--- config.mk ---
export PLATFORM = sky130hd
export DESIGN_NAME = sliding_window_sender
export DESIGN_NICKNAME = d
export VERILOG_FILES = /design/src/hw/rtl/sws_pkg.sv /design/src/hw/rtl/sws_ctrl.sv /design/src/hw/rtl/sws_datapath.sv /design/src/hw/rtl/sliding_window_sender.sv
export SDC_FILE = /design/constraint.sdc
export NUM_CORES = 1
export LEC_CHECK = 0
export BUFFER_PORTS_ARGS = -buffer_cell sky130_fd_sc_hd__buf_2
export CORE_MARGIN = 2
export CORE_UTILIZATION = 35
export DETAILED_ROUTE_END_ITERATION = 7
export PLACE_DENSITY = 0.57
export SETUP_SLACK_MARGIN = 0.05
export SYNTH_ARGS = -nofsm -noshare
export SYNTH_HDL_FRONTEND = slang
export SYNTH_SLANG_ARGS = --single-unit
--- constraint.sdc ---
create_clock -name clk -period 6.6 [get_ports clk]
set_clock_uncertainty 0.2 [all_clocks]
set_input_delay 0.66 -clock clk [delete_from_list [all_inputs] [get_ports clk]]
set_output_delay 0.66 -clock clk [all_outputs]
set_load 0.03 [all_outputs]
--- src/hw/rtl/sws_pkg.sv ---
// shared types and constants of the sliding window sender
package sws_pkg;

  // field widths
  localparam int CMD_W       = 3;
  localparam int CHUNK_W     = 24;
  localparam int FSEQ_W      = 8;
  localparam int KIND_W      = 2;
  localparam int SEQ_OUT_W   = 8;
  localparam int TMO_W       = 16;
  localparam int MAX_RETRY_W = 8;
  localparam int ELAPSED_W   = 17;
  localparam int RETRY_W     = 9;
  localparam int CFG_ADDR_W  = 1;
  localparam int CFG_DATA_W  = 16;
  localparam int IN_TDATA_W  = 40;
  localparam int OUT_TDATA_W = 32;

  // command codes of the input item
  localparam logic [CMD_W-1:0] CMD_START = 3'd0;
  localparam logic [CMD_W-1:0] CMD_TICK  = 3'd1;
  localparam logic [CMD_W-1:0] CMD_ACK   = 3'd2;
  localparam logic [CMD_W-1:0] CMD_NACK  = 3'd3;
  localparam logic [CMD_W-1:0] CMD_OTHER = 3'd4;

  // result kinds
  typedef enum logic [KIND_W-1:0] {
    KIND_SEND  = 2'd0,
    KIND_DONE  = 2'd1,
    KIND_ABORT = 2'd2
  } kind_t;

  // configuration register indexes
  localparam logic [CFG_ADDR_W-1:0] REG_TIMEOUT     = 1'b0;
  localparam logic [CFG_ADDR_W-1:0] REG_MAX_RETRIES = 1'b1;

  localparam logic [TMO_W-1:0]       TIMEOUT_RESET     = 16'd250;
  localparam logic [MAX_RETRY_W-1:0] MAX_RETRIES_RESET = 8'd24;

  // controller to datapath
  typedef struct packed {
    logic acc_start;
    logic acc_tick;
    logic acc_frame;
    logic acc_ack;
    logic acc_nack;
    logic fill_step;
    logic walk_step;
    logic one_step;
  } cmd_t;

  // datapath to controller
  typedef struct packed {
    logic busy;
    logic count_zero;
    logic timeout_hit;
    logic abort_hit;
    logic ack_match;
    logic ack_result;
    logic fill_last;
    logic walk_last;
    logic abort_pend;
    logic out_free;
  } sts_t;

endpackage

--- src/hw/rtl/sws_ctrl.sv ---
// sequencing state machine of the sliding window sender
module sws_ctrl (
  input  logic                        clk,
  input  logic                        rst_n,
  input  logic                        in_valid,
  input  logic [sws_pkg::CMD_W-1:0]   in_cmd,
  output logic                        in_ready,
  input  sws_pkg::sts_t               sts,
  output sws_pkg::cmd_t               cmd
);

  typedef enum logic [3:0] {
    S_IDLE = 4'b0001,
    S_FILL = 4'b0010,
    S_WALK = 4'b0100,
    S_ONE  = 4'b1000
  } state_t;

  state_t state_r, state_nxt;

  assign in_ready = (state_r == S_IDLE);

  always_comb begin
    state_nxt = state_r;
    cmd       = '0;
    case (state_r)
      S_IDLE: begin
        if (in_valid) begin
          case (in_cmd)
            sws_pkg::CMD_START: begin
              if (!sts.busy) begin
                cmd.acc_start = 1'b1;
                state_nxt     = sts.count_zero ? S_ONE : S_FILL;
              end
            end
            sws_pkg::CMD_TICK: begin
              if (sts.busy) begin
                cmd.acc_tick = 1'b1;
                if (sts.timeout_hit) begin
                  state_nxt = S_WALK;
                end else if (sts.abort_hit) begin
                  state_nxt = S_ONE;
                end
              end
            end
            sws_pkg::CMD_ACK: begin
              if (sts.busy) begin
                cmd.acc_frame = 1'b1;
                if (sts.ack_match) begin
                  cmd.acc_ack = 1'b1;
                  if (sts.ack_result) begin
                    state_nxt = S_ONE;
                  end
                end
              end
            end
            sws_pkg::CMD_NACK: begin
              if (sts.busy) begin
                cmd.acc_frame = 1'b1;
                cmd.acc_nack  = 1'b1;
                state_nxt     = S_WALK;
              end
            end
            sws_pkg::CMD_OTHER: begin
              if (sts.busy) begin
                cmd.acc_frame = 1'b1;
              end
            end
            default: ;
          endcase
        end
      end
      S_FILL: begin
        if (sts.out_free) begin
          cmd.fill_step = 1'b1;
          if (sts.fill_last) begin
            state_nxt = S_IDLE;
          end
        end
      end
      S_WALK: begin
        if (sts.out_free) begin
          cmd.walk_step = 1'b1;
          if (sts.walk_last) begin
            state_nxt = sts.abort_pend ? S_ONE : S_IDLE;
          end
        end
      end
      S_ONE: begin
        if (sts.out_free) begin
          cmd.one_step = 1'b1;
          state_nxt    = S_IDLE;
        end
      end
      default: state_nxt = S_IDLE;
    endcase
  end

  always_ff @(posedge clk) begin
    if (!rst_n) begin
      state_r <= S_IDLE;
    end else begin
      state_r <= state_nxt;
    end
  end

endmodule

--- src/hw/rtl/sws_datapath.sv ---
// window, timer and retry state, config registers and result register
module sws_datapath #(
  parameter int WINDOW_SLOTS = 8,
  parameter int SEQ_MODULUS  = 32
) (
  input  logic                              clk,
  input  logic                              rst_n,
  input  logic                              cfg_we,
  input  logic [sws_pkg::CFG_ADDR_W-1:0]    cfg_addr,
  input  logic [sws_pkg::CFG_DATA_W-1:0]    cfg_wdata,
  input  logic [sws_pkg::CHUNK_W-1:0]       in_chunk_count,
  input  logic [sws_pkg::FSEQ_W-1:0]        in_frame_seq,
  input  sws_pkg::cmd_t                     cmd,
  output sws_pkg::sts_t                     sts,
  output logic                              out_valid,
  input  logic                              out_ready,
  output sws_pkg::kind_t                    out_kind,
  output logic [sws_pkg::CHUNK_W-1:0]       out_chunk,
  output logic [sws_pkg::SEQ_OUT_W-1:0]     out_seq,
  output logic                              out_last
);

  localparam int WC_W  = $clog2(WINDOW_SLOTS + 1);
  localparam int SEQ_W = (SEQ_MODULUS > 2) ? $clog2(SEQ_MODULUS) : 1;
  localparam int CW    = sws_pkg::CHUNK_W;

  function automatic logic [SEQ_W-1:0] seq_inc(input logic [SEQ_W-1:0] s);
    return (s == SEQ_W'(SEQ_MODULUS - 1)) ? '0 : s + 1'b1;
  endfunction

  logic [sws_pkg::TMO_W-1:0]       timeout_r, timeout_nxt;
  logic [sws_pkg::MAX_RETRY_W-1:0] max_retries_r, max_retries_nxt;
  logic                            busy_r, busy_nxt;
  logic [CW-1:0]                   head_r, head_nxt;
  logic [SEQ_W-1:0]                head_seq_r, head_seq_nxt;
  logic [CW-1:0]                   next_r, next_nxt;
  logic [SEQ_W-1:0]                next_seq_r, next_seq_nxt;
  logic [CW-1:0]                   total_r, total_nxt;
  logic [WC_W-1:0]                 wc_r, wc_nxt;
  logic [sws_pkg::ELAPSED_W-1:0]   elapsed_r, elapsed_nxt;
  logic [sws_pkg::RETRY_W-1:0]     retry_r, retry_nxt;
  logic [CW-1:0]                   walk_chunk_r, walk_chunk_nxt;
  logic [SEQ_W-1:0]                walk_seq_r, walk_seq_nxt;
  logic [WC_W-1:0]                 walk_cnt_r, walk_cnt_nxt;
  sws_pkg::kind_t                  pend_kind_r, pend_kind_nxt;
  logic                            abort_pend_r, abort_pend_nxt;
  logic                            out_valid_r, out_valid_nxt;
  sws_pkg::kind_t                  out_kind_r, out_kind_nxt;
  logic [CW-1:0]                   out_chunk_r, out_chunk_nxt;
  logic [sws_pkg::SEQ_OUT_W-1:0]   out_seq_r, out_seq_nxt;
  logic                            out_last_r, out_last_nxt;

  logic [sws_pkg::ELAPSED_W-1:0] elapsed_inc;
  logic [sws_pkg::RETRY_W-1:0]   retry_inc, retry_new;
  logic                          timeout_hit, abort_hit, more_chunks;
  logic                          fill_last, walk_last, out_free, step;

  assign elapsed_inc = (elapsed_r == '1) ? elapsed_r : elapsed_r + 1'b1;
  assign timeout_hit = elapsed_inc > sws_pkg::ELAPSED_W'(timeout_r);
  assign retry_inc   = (retry_r == '1) ? retry_r : retry_r + 1'b1;
  assign retry_new   = timeout_hit ? retry_inc : retry_r;
  assign abort_hit   = retry_new > sws_pkg::RETRY_W'(max_retries_r);
  assign more_chunks = next_r < total_r;
  assign fill_last   = (({1'b0, wc_r} + 1'b1) == (WC_W + 1)'(WINDOW_SLOTS))
                    || ((next_r + 1'b1) == total_r);
  assign walk_last   = ({1'b0, walk_cnt_r} + 1'b1) == {1'b0, wc_r};
  assign out_free    = !out_valid_r || out_ready;
  assign step        = cmd.fill_step || cmd.walk_step || cmd.one_step;

  always_comb begin
    sts             = '0;
    sts.busy        = busy_r;
    sts.count_zero  = (in_chunk_count == '0);
    sts.timeout_hit = timeout_hit;
    sts.abort_hit   = abort_hit;
    sts.ack_match   = (wc_r != '0)
                   && (in_frame_seq == sws_pkg::FSEQ_W'(head_seq_r));
    sts.ack_result  = more_chunks || (wc_r == WC_W'(1));
    sts.fill_last   = fill_last;
    sts.walk_last   = walk_last;
    sts.abort_pend  = abort_pend_r;
    sts.out_free    = out_free;
  end

  always_comb begin
    timeout_nxt     = timeout_r;
    max_retries_nxt = max_retries_r;
    busy_nxt        = busy_r;
    head_nxt        = head_r;
    head_seq_nxt    = head_seq_r;
    next_nxt        = next_r;
    next_seq_nxt    = next_seq_r;
    total_nxt       = total_r;
    wc_nxt          = wc_r;
    elapsed_nxt     = elapsed_r;
    retry_nxt       = retry_r;
    walk_chunk_nxt  = walk_chunk_r;
    walk_seq_nxt    = walk_seq_r;
    walk_cnt_nxt    = walk_cnt_r;
    pend_kind_nxt   = pend_kind_r;
    abort_pend_nxt  = abort_pend_r;
    out_valid_nxt   = out_valid_r && !out_ready;
    out_kind_nxt    = out_kind_r;
    out_chunk_nxt   = out_chunk_r;
    out_seq_nxt     = out_seq_r;
    out_last_nxt    = out_last_r;

    if (cfg_we) begin
      case (cfg_addr)
        sws_pkg::REG_TIMEOUT:     timeout_nxt = cfg_wdata;
        sws_pkg::REG_MAX_RETRIES: max_retries_nxt = cfg_wdata[sws_pkg::MAX_RETRY_W-1:0];
        default: ;
      endcase
    end

    if (cmd.acc_start) begin
      total_nxt     = in_chunk_count;
      head_nxt      = '0;
      head_seq_nxt  = '0;
      next_nxt      = '0;
      next_seq_nxt  = '0;
      wc_nxt        = '0;
      elapsed_nxt   = '0;
      retry_nxt     = '0;
      busy_nxt      = (in_chunk_count != '0);
      pend_kind_nxt = sws_pkg::KIND_DONE;
    end

    if (cmd.acc_tick) begin
      retry_nxt      = retry_new;
      abort_pend_nxt = abort_hit;
      pend_kind_nxt  = sws_pkg::KIND_ABORT;
      if (timeout_hit) begin
        elapsed_nxt    = '0;
        walk_chunk_nxt = head_r;
        walk_seq_nxt   = head_seq_r;
        walk_cnt_nxt   = '0;
      end else begin
        elapsed_nxt = elapsed_inc;
      end
    end

    if (cmd.acc_frame) begin
      retry_nxt = '0;
    end

    if (cmd.acc_ack) begin
      elapsed_nxt   = '0;
      head_nxt      = head_r + 1'b1;
      head_seq_nxt  = seq_inc(head_seq_r);
      wc_nxt        = wc_r - 1'b1;
      pend_kind_nxt = more_chunks ? sws_pkg::KIND_SEND : sws_pkg::KIND_DONE;
    end

    if (cmd.acc_nack) begin
      elapsed_nxt    = '0;
      walk_chunk_nxt = head_r;
      walk_seq_nxt   = head_seq_r;
      walk_cnt_nxt   = '0;
      abort_pend_nxt = 1'b0;
    end

    if (cmd.fill_step) begin
      out_kind_nxt  = sws_pkg::KIND_SEND;
      out_chunk_nxt = next_r;
      out_seq_nxt   = sws_pkg::SEQ_OUT_W'(next_seq_r);
      out_last_nxt  = fill_last;
      next_nxt      = next_r + 1'b1;
      next_seq_nxt  = seq_inc(next_seq_r);
      wc_nxt        = wc_r + 1'b1;
    end

    if (cmd.walk_step) begin
      out_kind_nxt   = sws_pkg::KIND_SEND;
      out_chunk_nxt  = walk_chunk_r;
      out_seq_nxt    = sws_pkg::SEQ_OUT_W'(walk_seq_r);
      out_last_nxt   = walk_last && !abort_pend_r;
      walk_chunk_nxt = walk_chunk_r + 1'b1;
      walk_seq_nxt   = seq_inc(walk_seq_r);
      walk_cnt_nxt   = walk_cnt_r + 1'b1;
    end

    if (cmd.one_step) begin
      out_kind_nxt  = pend_kind_r;
      out_chunk_nxt = '0;
      out_seq_nxt   = '0;
      out_last_nxt  = 1'b1;
      case (pend_kind_r)
        sws_pkg::KIND_SEND: begin
          out_chunk_nxt = next_r;
          out_seq_nxt   = sws_pkg::SEQ_OUT_W'(next_seq_r);
          next_nxt      = next_r + 1'b1;
          next_seq_nxt  = seq_inc(next_seq_r);
          wc_nxt        = wc_r + 1'b1;
        end
        sws_pkg::KIND_DONE: begin
          busy_nxt    = 1'b0;
          elapsed_nxt = '0;
        end
        sws_pkg::KIND_ABORT: begin
          busy_nxt    = 1'b0;
          wc_nxt      = '0;
          retry_nxt   = '0;
          elapsed_nxt = '0;
        end
        default: ;
      endcase
    end

    if (step) begin
      out_valid_nxt = 1'b1;
    end
  end

  always_ff @(posedge clk) begin
    if (!rst_n) begin
      timeout_r     <= sws_pkg::TIMEOUT_RESET;
      max_retries_r <= sws_pkg::MAX_RETRIES_RESET;
      busy_r        <= 1'b0;
      head_r        <= '0;
      head_seq_r    <= '0;
      next_r        <= '0;
      next_seq_r    <= '0;
      total_r       <= '0;
      wc_r          <= '0;
      elapsed_r     <= '0;
      retry_r       <= '0;
      pend_kind_r   <= sws_pkg::KIND_DONE;
      abort_pend_r  <= 1'b0;
      out_valid_r   <= 1'b0;
    end else begin
      timeout_r     <= timeout_nxt;
      max_retries_r <= max_retries_nxt;
      busy_r        <= busy_nxt;
      head_r        <= head_nxt;
      head_seq_r    <= head_seq_nxt;
      next_r        <= next_nxt;
      next_seq_r    <= next_seq_nxt;
      total_r       <= total_nxt;
      wc_r          <= wc_nxt;
      elapsed_r     <= elapsed_nxt;
      retry_r       <= retry_nxt;
      pend_kind_r   <= pend_kind_nxt;
      abort_pend_r  <= abort_pend_nxt;
      out_valid_r   <= out_valid_nxt;
    end
  end

  always_ff @(posedge clk) begin
    walk_chunk_r <= walk_chunk_nxt;
    walk_seq_r   <= walk_seq_nxt;
    walk_cnt_r   <= walk_cnt_nxt;
    out_kind_r   <= out_kind_nxt;
    out_chunk_r  <= out_chunk_nxt;
    out_seq_r    <= out_seq_nxt;
    out_last_r   <= out_last_nxt;
  end

  assign out_valid = out_valid_r;
  assign out_kind  = out_kind_r;
  assign out_chunk = out_chunk_r;
  assign out_seq   = out_seq_r;
  assign out_last  = out_last_r;

endmodule

--- src/hw/rtl/sliding_window_sender.sv ---
// top level of the go-back-n sliding window sender
//
// usage
// - input stream carries events: start (with a chunk count), millisecond tick,
//   ack frame (with its sequence number), nack frame, other frame
// - output stream carries results: send request for a chunk (index and
//   sequence number), transfer done, or transfer aborted; tlast marks the
//   final result caused by one input transfer
// - config port writes the timeout in ms and the retry limit; the user must
//   write them only while idle, which the block itself leaves unchecked
// timing
// - an input transfer is decoded in the cycle it is taken; each result then
//   leaves the single output register, one per cycle while the receiver
//   does not stall
// - a new input is taken once the last result of the previous one is loaded
//   into the output register, while that result may still wait to be taken
// reset
// - idle, empty window, timeout 250 ms, retry limit 24, output stream empty
// stalls
// - a stalled receiver holds the result and pauses the window fill or walk;
//   nothing is dropped and in_tready stays low until the item is finished
module sliding_window_sender #(
  parameter int WINDOW_SLOTS = 8,
  parameter int SEQ_MODULUS  = 32
) (
  input  logic                                clk,
  input  logic                                rst_n,
  // configuration writes
  input  logic                                cfg_we,
  input  logic [sws_pkg::CFG_ADDR_W-1:0]      cfg_addr,
  input  logic [sws_pkg::CFG_DATA_W-1:0]      cfg_wdata,
  // event stream
  input  logic                                in_tvalid,
  output logic                                in_tready,
  input  logic [sws_pkg::IN_TDATA_W-1:0]      in_tdata,   // cmd, chunk_count, frame_seq
  // result stream
  output logic                                out_tvalid,
  input  logic                                out_tready,
  output logic [sws_pkg::OUT_TDATA_W-1:0]     out_tdata,  // chunk_index, seq_out
  output logic [sws_pkg::KIND_W-1:0]          out_tuser,  // kind
  output logic                                out_tlast
);

  sws_pkg::cmd_t                   cmd;
  sws_pkg::sts_t                   sts;
  sws_pkg::kind_t                  out_kind;
  logic [sws_pkg::CHUNK_W-1:0]     out_chunk;
  logic [sws_pkg::SEQ_OUT_W-1:0]   out_seq;

  // unpack the event fields, lowest bits first
  logic [sws_pkg::CMD_W-1:0]   in_cmd;
  logic [sws_pkg::CHUNK_W-1:0] in_chunk_count;
  logic [sws_pkg::FSEQ_W-1:0]  in_frame_seq;

  assign in_cmd         = in_tdata[2:0];
  assign in_chunk_count = in_tdata[26:3];
  assign in_frame_seq   = in_tdata[34:27];

  // sequencer: decides which update and which walk runs per cycle
  sws_ctrl u_ctrl (
    .clk      (clk),
    .rst_n    (rst_n),
    .in_valid (in_tvalid),
    .in_cmd   (in_cmd),
    .in_ready (in_tready),
    .sts      (sts),
    .cmd      (cmd)
  );

  // window state, timer, retry counter and result register
  sws_datapath #(
    .WINDOW_SLOTS (WINDOW_SLOTS),
    .SEQ_MODULUS  (SEQ_MODULUS)
  ) u_dp (
    .clk            (clk),
    .rst_n          (rst_n),
    .cfg_we         (cfg_we),
    .cfg_addr       (cfg_addr),
    .cfg_wdata      (cfg_wdata),
    .in_chunk_count (in_chunk_count),
    .in_frame_seq   (in_frame_seq),
    .cmd            (cmd),
    .sts            (sts),
    .out_valid      (out_tvalid),
    .out_ready      (out_tready),
    .out_kind       (out_kind),
    .out_chunk      (out_chunk),
    .out_seq        (out_seq),
    .out_last       (out_tlast)
  );

  // pack the result fields, chunk index in the low bits
  assign out_tdata = {out_seq, out_chunk};
  assign out_tuser = out_kind;

endmodule

== Word-level counts from Yosys, hierarchy flattened ==
Cells that the tools add are included.

* Register bits: 213
* Input port bits: 62
* Logic and storage cells: 204

* Add/sub/neg operators: 13
* Magnitude comparators: 3
* Equality and inequality tests: 34
* Muxes and demuxes: 101
* Bitwise gates (word level): 2
* Reductions and logical operators: 29

{| class="wikitable"
|+ Operators with widths
! kind !! count
|-
| two-way mux 24 bit || 14
|-
| two-way mux 17 bit || 8
|-
| two-way mux 4 bit || 24
|-
| two-way mux 5 bit || 16
|-
| adder 24 x 1 -> 24 bit, second input constant || 3
|-
| two-way mux 9 bit || 7
|-
| one-hot mux 4 bit (4 select lines) || 2
|-
| == test 24 bit || 1
|-
| logical NOT 24 bit || 1
|-
| < comparator 24 bit || 1
|-
| two-way mux 8 bit || 3
|-
| nonzero test 24 bit || 1
|-
| two-way mux 1 bit || 18
|-
| adder 17 x 1 -> 17 bit, second input constant || 1
|-
| == test 17 bit, second input constant || 1
|-
| greater-than comparator 17 x 16 -> 1 bit || 1
|-
| adder 5 x 1 -> 5 bit, second input constant || 3
|-
| == test 5 bit, second input constant || 3
|-
| two-way mux 2 bit || 7
|-
| AND reduction 14 bit || 1
|-
| nonzero test 3 bit || 4
|-
| adder 4 x 1 -> 5 bit, second input constant || 2
|-
| inequality test 2 x 1 -> 1 bit, second input constant || 5
|-
| adder 9 x 1 -> 9 bit, second input constant || 1
|-
| 33 further kinds || 54
|}

== Depth between registers and ports, before layout ==
* Depth in word-level cells: 13
* Mapped depth: 24
* Depth with buffers taken out: 24

== Cells and area by module ==
Synthesis repeated with hierarchy kept, for this count alone.

* Cells, all modules: 1,416
* Area, all modules: 12,411.9 um^2

{| class="wikitable"
|+ Modules (own cells, without submodules)
! module !! times used !! cells an instance !! area each (um^2) !! sequential area each (um^2)
|-
| sws_datapath || 1 || 1,365 || 11,982.7 || 4,764.6
|-
| sws_ctrl || 1 || 51 || 429.2 || 80.1
|}

== Least setup slack after synthesis ==
No wires, ideal clock.

* Path kind: reg-to-reg
* Start point: reg u_dp.elapsed_r[0] (netlist name)
* End point: reg u_dp.walk_chunk_r[0] (enable)
* Library setup time: 0.469 ns
* Arrival: 5.358 ns
* Setup slack: 0.573 ns
* Stages on the path, launching flop included: 16
* Path through: dfxtp_1 -> ha_1 -> and3_1 -> nand4_1 -> nor3_1 -> nor3b_1 -> nand4_1 -> xnor2_1 -> ha_1 -> nand4_1 -> a211oi_1 -> a211oi_1 -> a211o_1 -> nand2_1 -> o211ai_1 -> o21ai_0

* Cells in the longest elaborated chain, start to end: 5

{| class="wikitable"
|+ RTL lines
! element !! RTL line !! source
|-
| start: declaration || sws_datapath.sv:40 || <nowiki>logic [sws_pkg::ELAPSED_W-1:0] elapsed_r, elapsed_nxt;</nowiki>
|-
| start signal: assignment || sws_datapath.sv:241 || <nowiki>elapsed_r <= elapsed_nxt;</nowiki>
|-
| adder 17 x 1 -> 17 bit / == test 17 bit (equally long branches) || sws_datapath.sv:58 || <nowiki>assign elapsed_inc = (elapsed_r == '1) ? elapsed_r : elapsed_r + 1'b1;</nowiki>
|-
| two-way mux 17 bit * || sws_datapath.sv:58 ||
|-
| greater-than comparator 17 x 16 -> 1 bit * || sws_datapath.sv:59 || <nowiki>assign timeout_hit = elapsed_inc > sws_pkg::ELAPSED_W'(timeout_r);</nowiki>
|-
| nonzero test 3 bit (no line) * || - ||
|-
| AND reduction 2 bit (no line) * || - ||
|-
| end signal: assignment || sws_datapath.sv:250 || <nowiki>walk_chunk_r <= walk_chunk_nxt;</nowiki>
|-
| end: declaration || sws_datapath.sv:42 || <nowiki>logic [CW-1:0] walk_chunk_r, walk_chunk_nxt;</nowiki>
|}

Mark *: on every way between the ends. The rest lies on a longest branch, timed or not.
A chain may end at the register's enable or synchronous reset.

== Worst setup path in the final report ==
* Start point: reg u_dp.elapsed_r[0] (netlist name)
* End point: reg u_ctrl.state_r[1]

* Cells in the longest elaborated chain, start to end: 8

{| class="wikitable"
|+ RTL lines
! element !! RTL line !! source
|-
| adder 17 x 1 -> 17 bit / == test 17 bit (equally long branches) || sws_datapath.sv:58 ||
|-
| two-way mux 17 bit * || sws_datapath.sv:58 ||
|-
| greater-than comparator 17 x 16 -> 1 bit * || sws_datapath.sv:59 ||
|-
| branches (longest 5 deep; another with greater-than comparator 9 x 8 -> 1 bit) || - ||
|-
| end signal: assignment || sws_ctrl.sv:103 || <nowiki>state_r <= state_nxt;</nowiki>
|-
| end: declaration || sws_ctrl.sv:19 || <nowiki>state_t state_r, state_nxt;</nowiki>
|}

Every way passes the cells marked *. The select of a mux whose other input is x is not followed.

==> flow_summary_export.csv <==
group,metric,value,unit
cts,cts_num_sinks,210,
finish,nets,1622,
logic_synthesis,synth.area.top_cells,"dfxtp_1 24%, edfxtp_1 16%, ha_1 6.8%, nand2_1 6.4%, xnor2_1 4.0%",
cts,cts.repair.resized,0,
run,max_cap_violations,0,
critical_path,regToRegStartpoint,"u_dp.elapsed_r[0]",
finish,area.growth.synth_to_final,13.6,%
logic_synthesis,edff_count_synth,64,
sta,grt_setup_unrepaired,"false",
placed_design,detailedPlacementHpwl,23200,microns
finish,layout-drive-gt1-share,0.118,
grt,pin_count_of_the_biggest_net_entering_global_routing,66,
outcome,run_status,"finished clean",
logic_synthesis,synth_flop_cell,"dfxtp_1",
grt,grt_pass1_wl,51300,microns
pwr,static-leakage-power,5.16,nW
logic_synthesis,asyncSetResetFlopFracSynth,0,
sta,tightest_slew,1.11,ns
sta,timing.final.ws_setup,0.619,ns
worst_hold_path,worst_hold_stages,3,
cts,tritoncts.num_buffers,25,
sta,clock.fmax,167,MHz
logic_synthesis,synth.avg_cell_area,8.43,sq um
logic_synthesis,mappedNetlistArea,12200,sq um
pwr,peakVddDrop,0.180,mV
sta,max_slew_margin,0.260,
worst_hold_path,worst_hold_startpoint,"in_tdata[18]",
cts,clk-insertion-delay-late,0.54,ns
critical_path,worstPathMaxFanout,8,
logic_synthesis,synthesized_instance_count,1442,
sta,finalMaxSlewViolations,0,
cts,cts_buffer_depth,3,
critical_path,timing.critical_path.cells,"ha_1, and3_1, nand4_1, nor3_1, buf_4, nor3_1, nand2_1, xnor2_1, ha_1, nand4_1, a21oi_1, nor3_1, a211o_1, a21boi_1, mux2_2, ha_1, nor2b_1, o21a_1, o211ai_1, a31o_2, nand4_1, nand3_1, o21bai_1, mux2i_1",
logic_synthesis,yosys_warnings,0,
sta,tns,0,ns
placed_design,io_buffer_count,90,
logic_synthesis,synth_commonest_cells,"207 x nand2_1, 146 x dfxtp_1, 108 x nor2_1",
critical_path,cpPeakStageDelay,0.53,ns
cts,path_clk_slew,0.06,ns
floorplan,num_io_pins,99,
drt,routed_wirelength,32300,microns
drt,route.detailed.drc,0,
floorplan,initial_core_util,0.354,
cts,post-cts-setup-buffers,0,
drt,dr_total_vias,10500,
cts,ctsHtreeMaxLevel,1,
floorplan,placement_rows,68,
critical_path,cell_with_the_biggest_individual_delay_on_the_critical_path,"a21boi_1",
floorplan,fp.dieH,190,microns
critical_path,rr_endpoint,"u_ctrl.state_r[1]",
placed_design,gpl.final_weighted_congestion,0.825,
sta,post-route-min-period,5.98,ns
finish,design_area,13800,sq um
floorplan,die_area,36300,sq um
sta,timing.final.hold_violations,0,
grt,antenna_violations_before_repair,2,
floorplan,die_w,190,microns
logic_synthesis,number_of_distinct_standard_cells_referenced_by_the_synthesized_netlist,73,
logic_synthesis,post-synth-top-count-cell,"nand2_1",
drt,number_of_iterations_in_the_first_detailed_routing_pass,5,
critical_path,timing.setup.critical_path_class,"reg2reg",
logic_synthesis,synth_top_area_frac,0.240,
critical_path,rr_worst_depth,24,
drt,ant_nets,0,
logic_synthesis,ys_ff_latch,210,
placed_design,pre_cts_slack,0.668,ns
logic_synthesis,netlist.top_cell.by_area,"dfxtp_1",
drt,avgViaCountPerCell,5.32,
critical_path,critical_path_required,6.86,ns
floorplan,floorplan.core_area,34400,sq um
cts,postCtsHoldBufs,0,
critical_path,end_kind,"register",
critical_path,register_to_register_path_setup_slack,0.62,ns
grt,number_of_global_route_vias_before_repair,9720,
worst_hold_path,min_delay_worst_endpoint,"u_dp.total_r[15]",
critical_path,category_of_the_worst_setup_path_launch_point,"register",
pwr,power.density,237,nW/um^2
placed_design,dpl_cell_area,13000,sq um
drt,routed_wire_length_per_instance,16.4,microns
drt,dr.first_iter.drc_count,670,
sta,layout_worst_path_cycle_share,0.906,
worst_hold_path,hold_class,"in2reg",
critical_path,arrival,6.24,ns
logic_synthesis,seq_area_frac_synth,0.398,
sta,setup_viol,0,
grt,globalRoute.totalOverflow,0,
cts,tritoncts,"yes",
cts,cts.root.buffer_cell,"clkbuf_16",
grt,grtUsageTotal,0.175,
[critical path, delay by kind of cell (launching register included)]
kind            cells  cell delay [ns]
compound gates      7             1.86
xor+xnor            1             0.19
fa+ha+maj           3             0.86
buf+inv             1             0.16
flops               1             0.35
mux                 2             0.64
simple gates       10             1.64
[stage by stage]
stage	std cells	hold WS, ns	util	total power [mW]
2_1_floorplan	1444	0.236	-	1.78
3_3_place_gp	1922	0.246	0.378	1.92
3_5_place_dp	1922	0.258	0.378	1.92
4_1_cts	1968	0.149	0.402	3.30
5_1_grt	1968	0.169	0.402	3.40
6_report	1969	0.168	0.402	3.27
[area by class of cell]
type | instances | area [sq um]
Antenna cell | 1 | 2.50
Clock buffer | 36 | 728
Clock inverter | 10 | 91.3
Fill cell | 3562 | 20600
Inverter | 65 | 245
Multi-Input combinational cell | 1087 | 6770
Sequential cell | 210 | 4840
Tap cell | 455 | 569
Timing Repair Buffer | 105 | 563
[state kept, by name, indices dropped and copies added (netlist names)]
| register | count |
|---|---|
| u_dp.head_r | 24 |
| u_dp.wc_r | 4 |
| u_dp.head_seq_r | 5 |
| u_dp.busy_r | 1 |
| u_dp.out_seq | 5 |
| u_dp.out_kind | 2 |
| u_dp.out_chunk | 24 |
| u_dp.timeout_r | 16 |
| u_dp.walk_seq_r | 5 |
| u_dp.retry_r | 9 |
| u_dp.pend_kind_r | 2 |
| u_ctrl.state_r | 4 |
| u_dp.out_valid | 1 |
| u_dp.walk_chunk_r | 24 |
| u_dp.out_last | 1 |
| u_dp.abort_pend_r | 1 |
| u_dp.walk_cnt_r | 4 |
| u_dp.total_r | 24 |
| u_dp.next_r | 24 |
| u_dp.next_seq_r | 5 |
| u_dp.max_retries_r | 8 |
| u_dp.elapsed_r | 17 |
[cell usage in the layout (no fill, tap or decap), types with 7 or more instances in the layout]
cell type and instances:
nand3_1 62, and3_1 29, nor4_1 23, dfxtp_1 146
mux2i_1 12, xor2_1 34, o21ai_0 79, a21oi_1 91
ha_1 66, nor3_1 34, and4_1 10, nand3b_1 7
buf_2 90, a21boi_0 22, nor2b_1 12, buf_4 15
a31oi_1 7, clkinv_2 7, nand4_1 30, nor2_1 105
a211oi_1 11, nand2_1 206, inv_1 62, o211ai_1 16
clkbuf_16 26, and2_1 19, edfxtp_1 64, a22oi_1 17
o31ai_1 8, xnor2_1 56, a22o_1 31, o21a_1 7
[report_power, final]
part	total [mW]	leakage (nW)	switching [mW]	internal (mW)
Combinational	0.462	2.93	0.322	0.140
Clock	1.37	0.405	0.564	0.809
Sequential	1.43	1.83	0.0426	1.39
[how the worst max path moves through the flow]
stage / start / endpoint / cells after the start
2_1_floorplan: u_dp.elapsed_r[0] / u_dp.walk_chunk_r[0] / 15
3_3_place_gp: u_dp.elapsed_r[0] / u_ctrl.state_r[1] / 24
3_5_place_dp: u_dp.elapsed_r[0] / u_ctrl.state_r[1] / 24
4_1_cts: u_dp.elapsed_r[0] / u_ctrl.state_r[1] / 24
5_1_grt: u_dp.elapsed_r[0] / u_ctrl.state_r[1] / 25
6_report: u_dp.elapsed_r[0] / u_ctrl.state_r[1] / 24
[kinds of logic after synthesis]
group	share of synthesized area
adder cells (fa/ha/maj)	0.0679
flip-flops	0.398
other	0.000308
buffers and inverters	0.0480
AO/OA/AOI/OAI	0.172
XOR/XNOR	0.0648
AND/OR/NAND/NOR	0.234
multiplexers	0.0145
[per-layer routing]
layer / global-route usage / vias to the layer above / wire (microns)
li1: - / 5246 / -
met1: 0.239 / 4979 / 15300
met2: 0.295 / 211 / 15100
met3: 0.0226 / 37 / 1310
met4: 0.0405 / 2 / 539
met5: 0 / - / 13
Power figures use the tool's default switching activity.
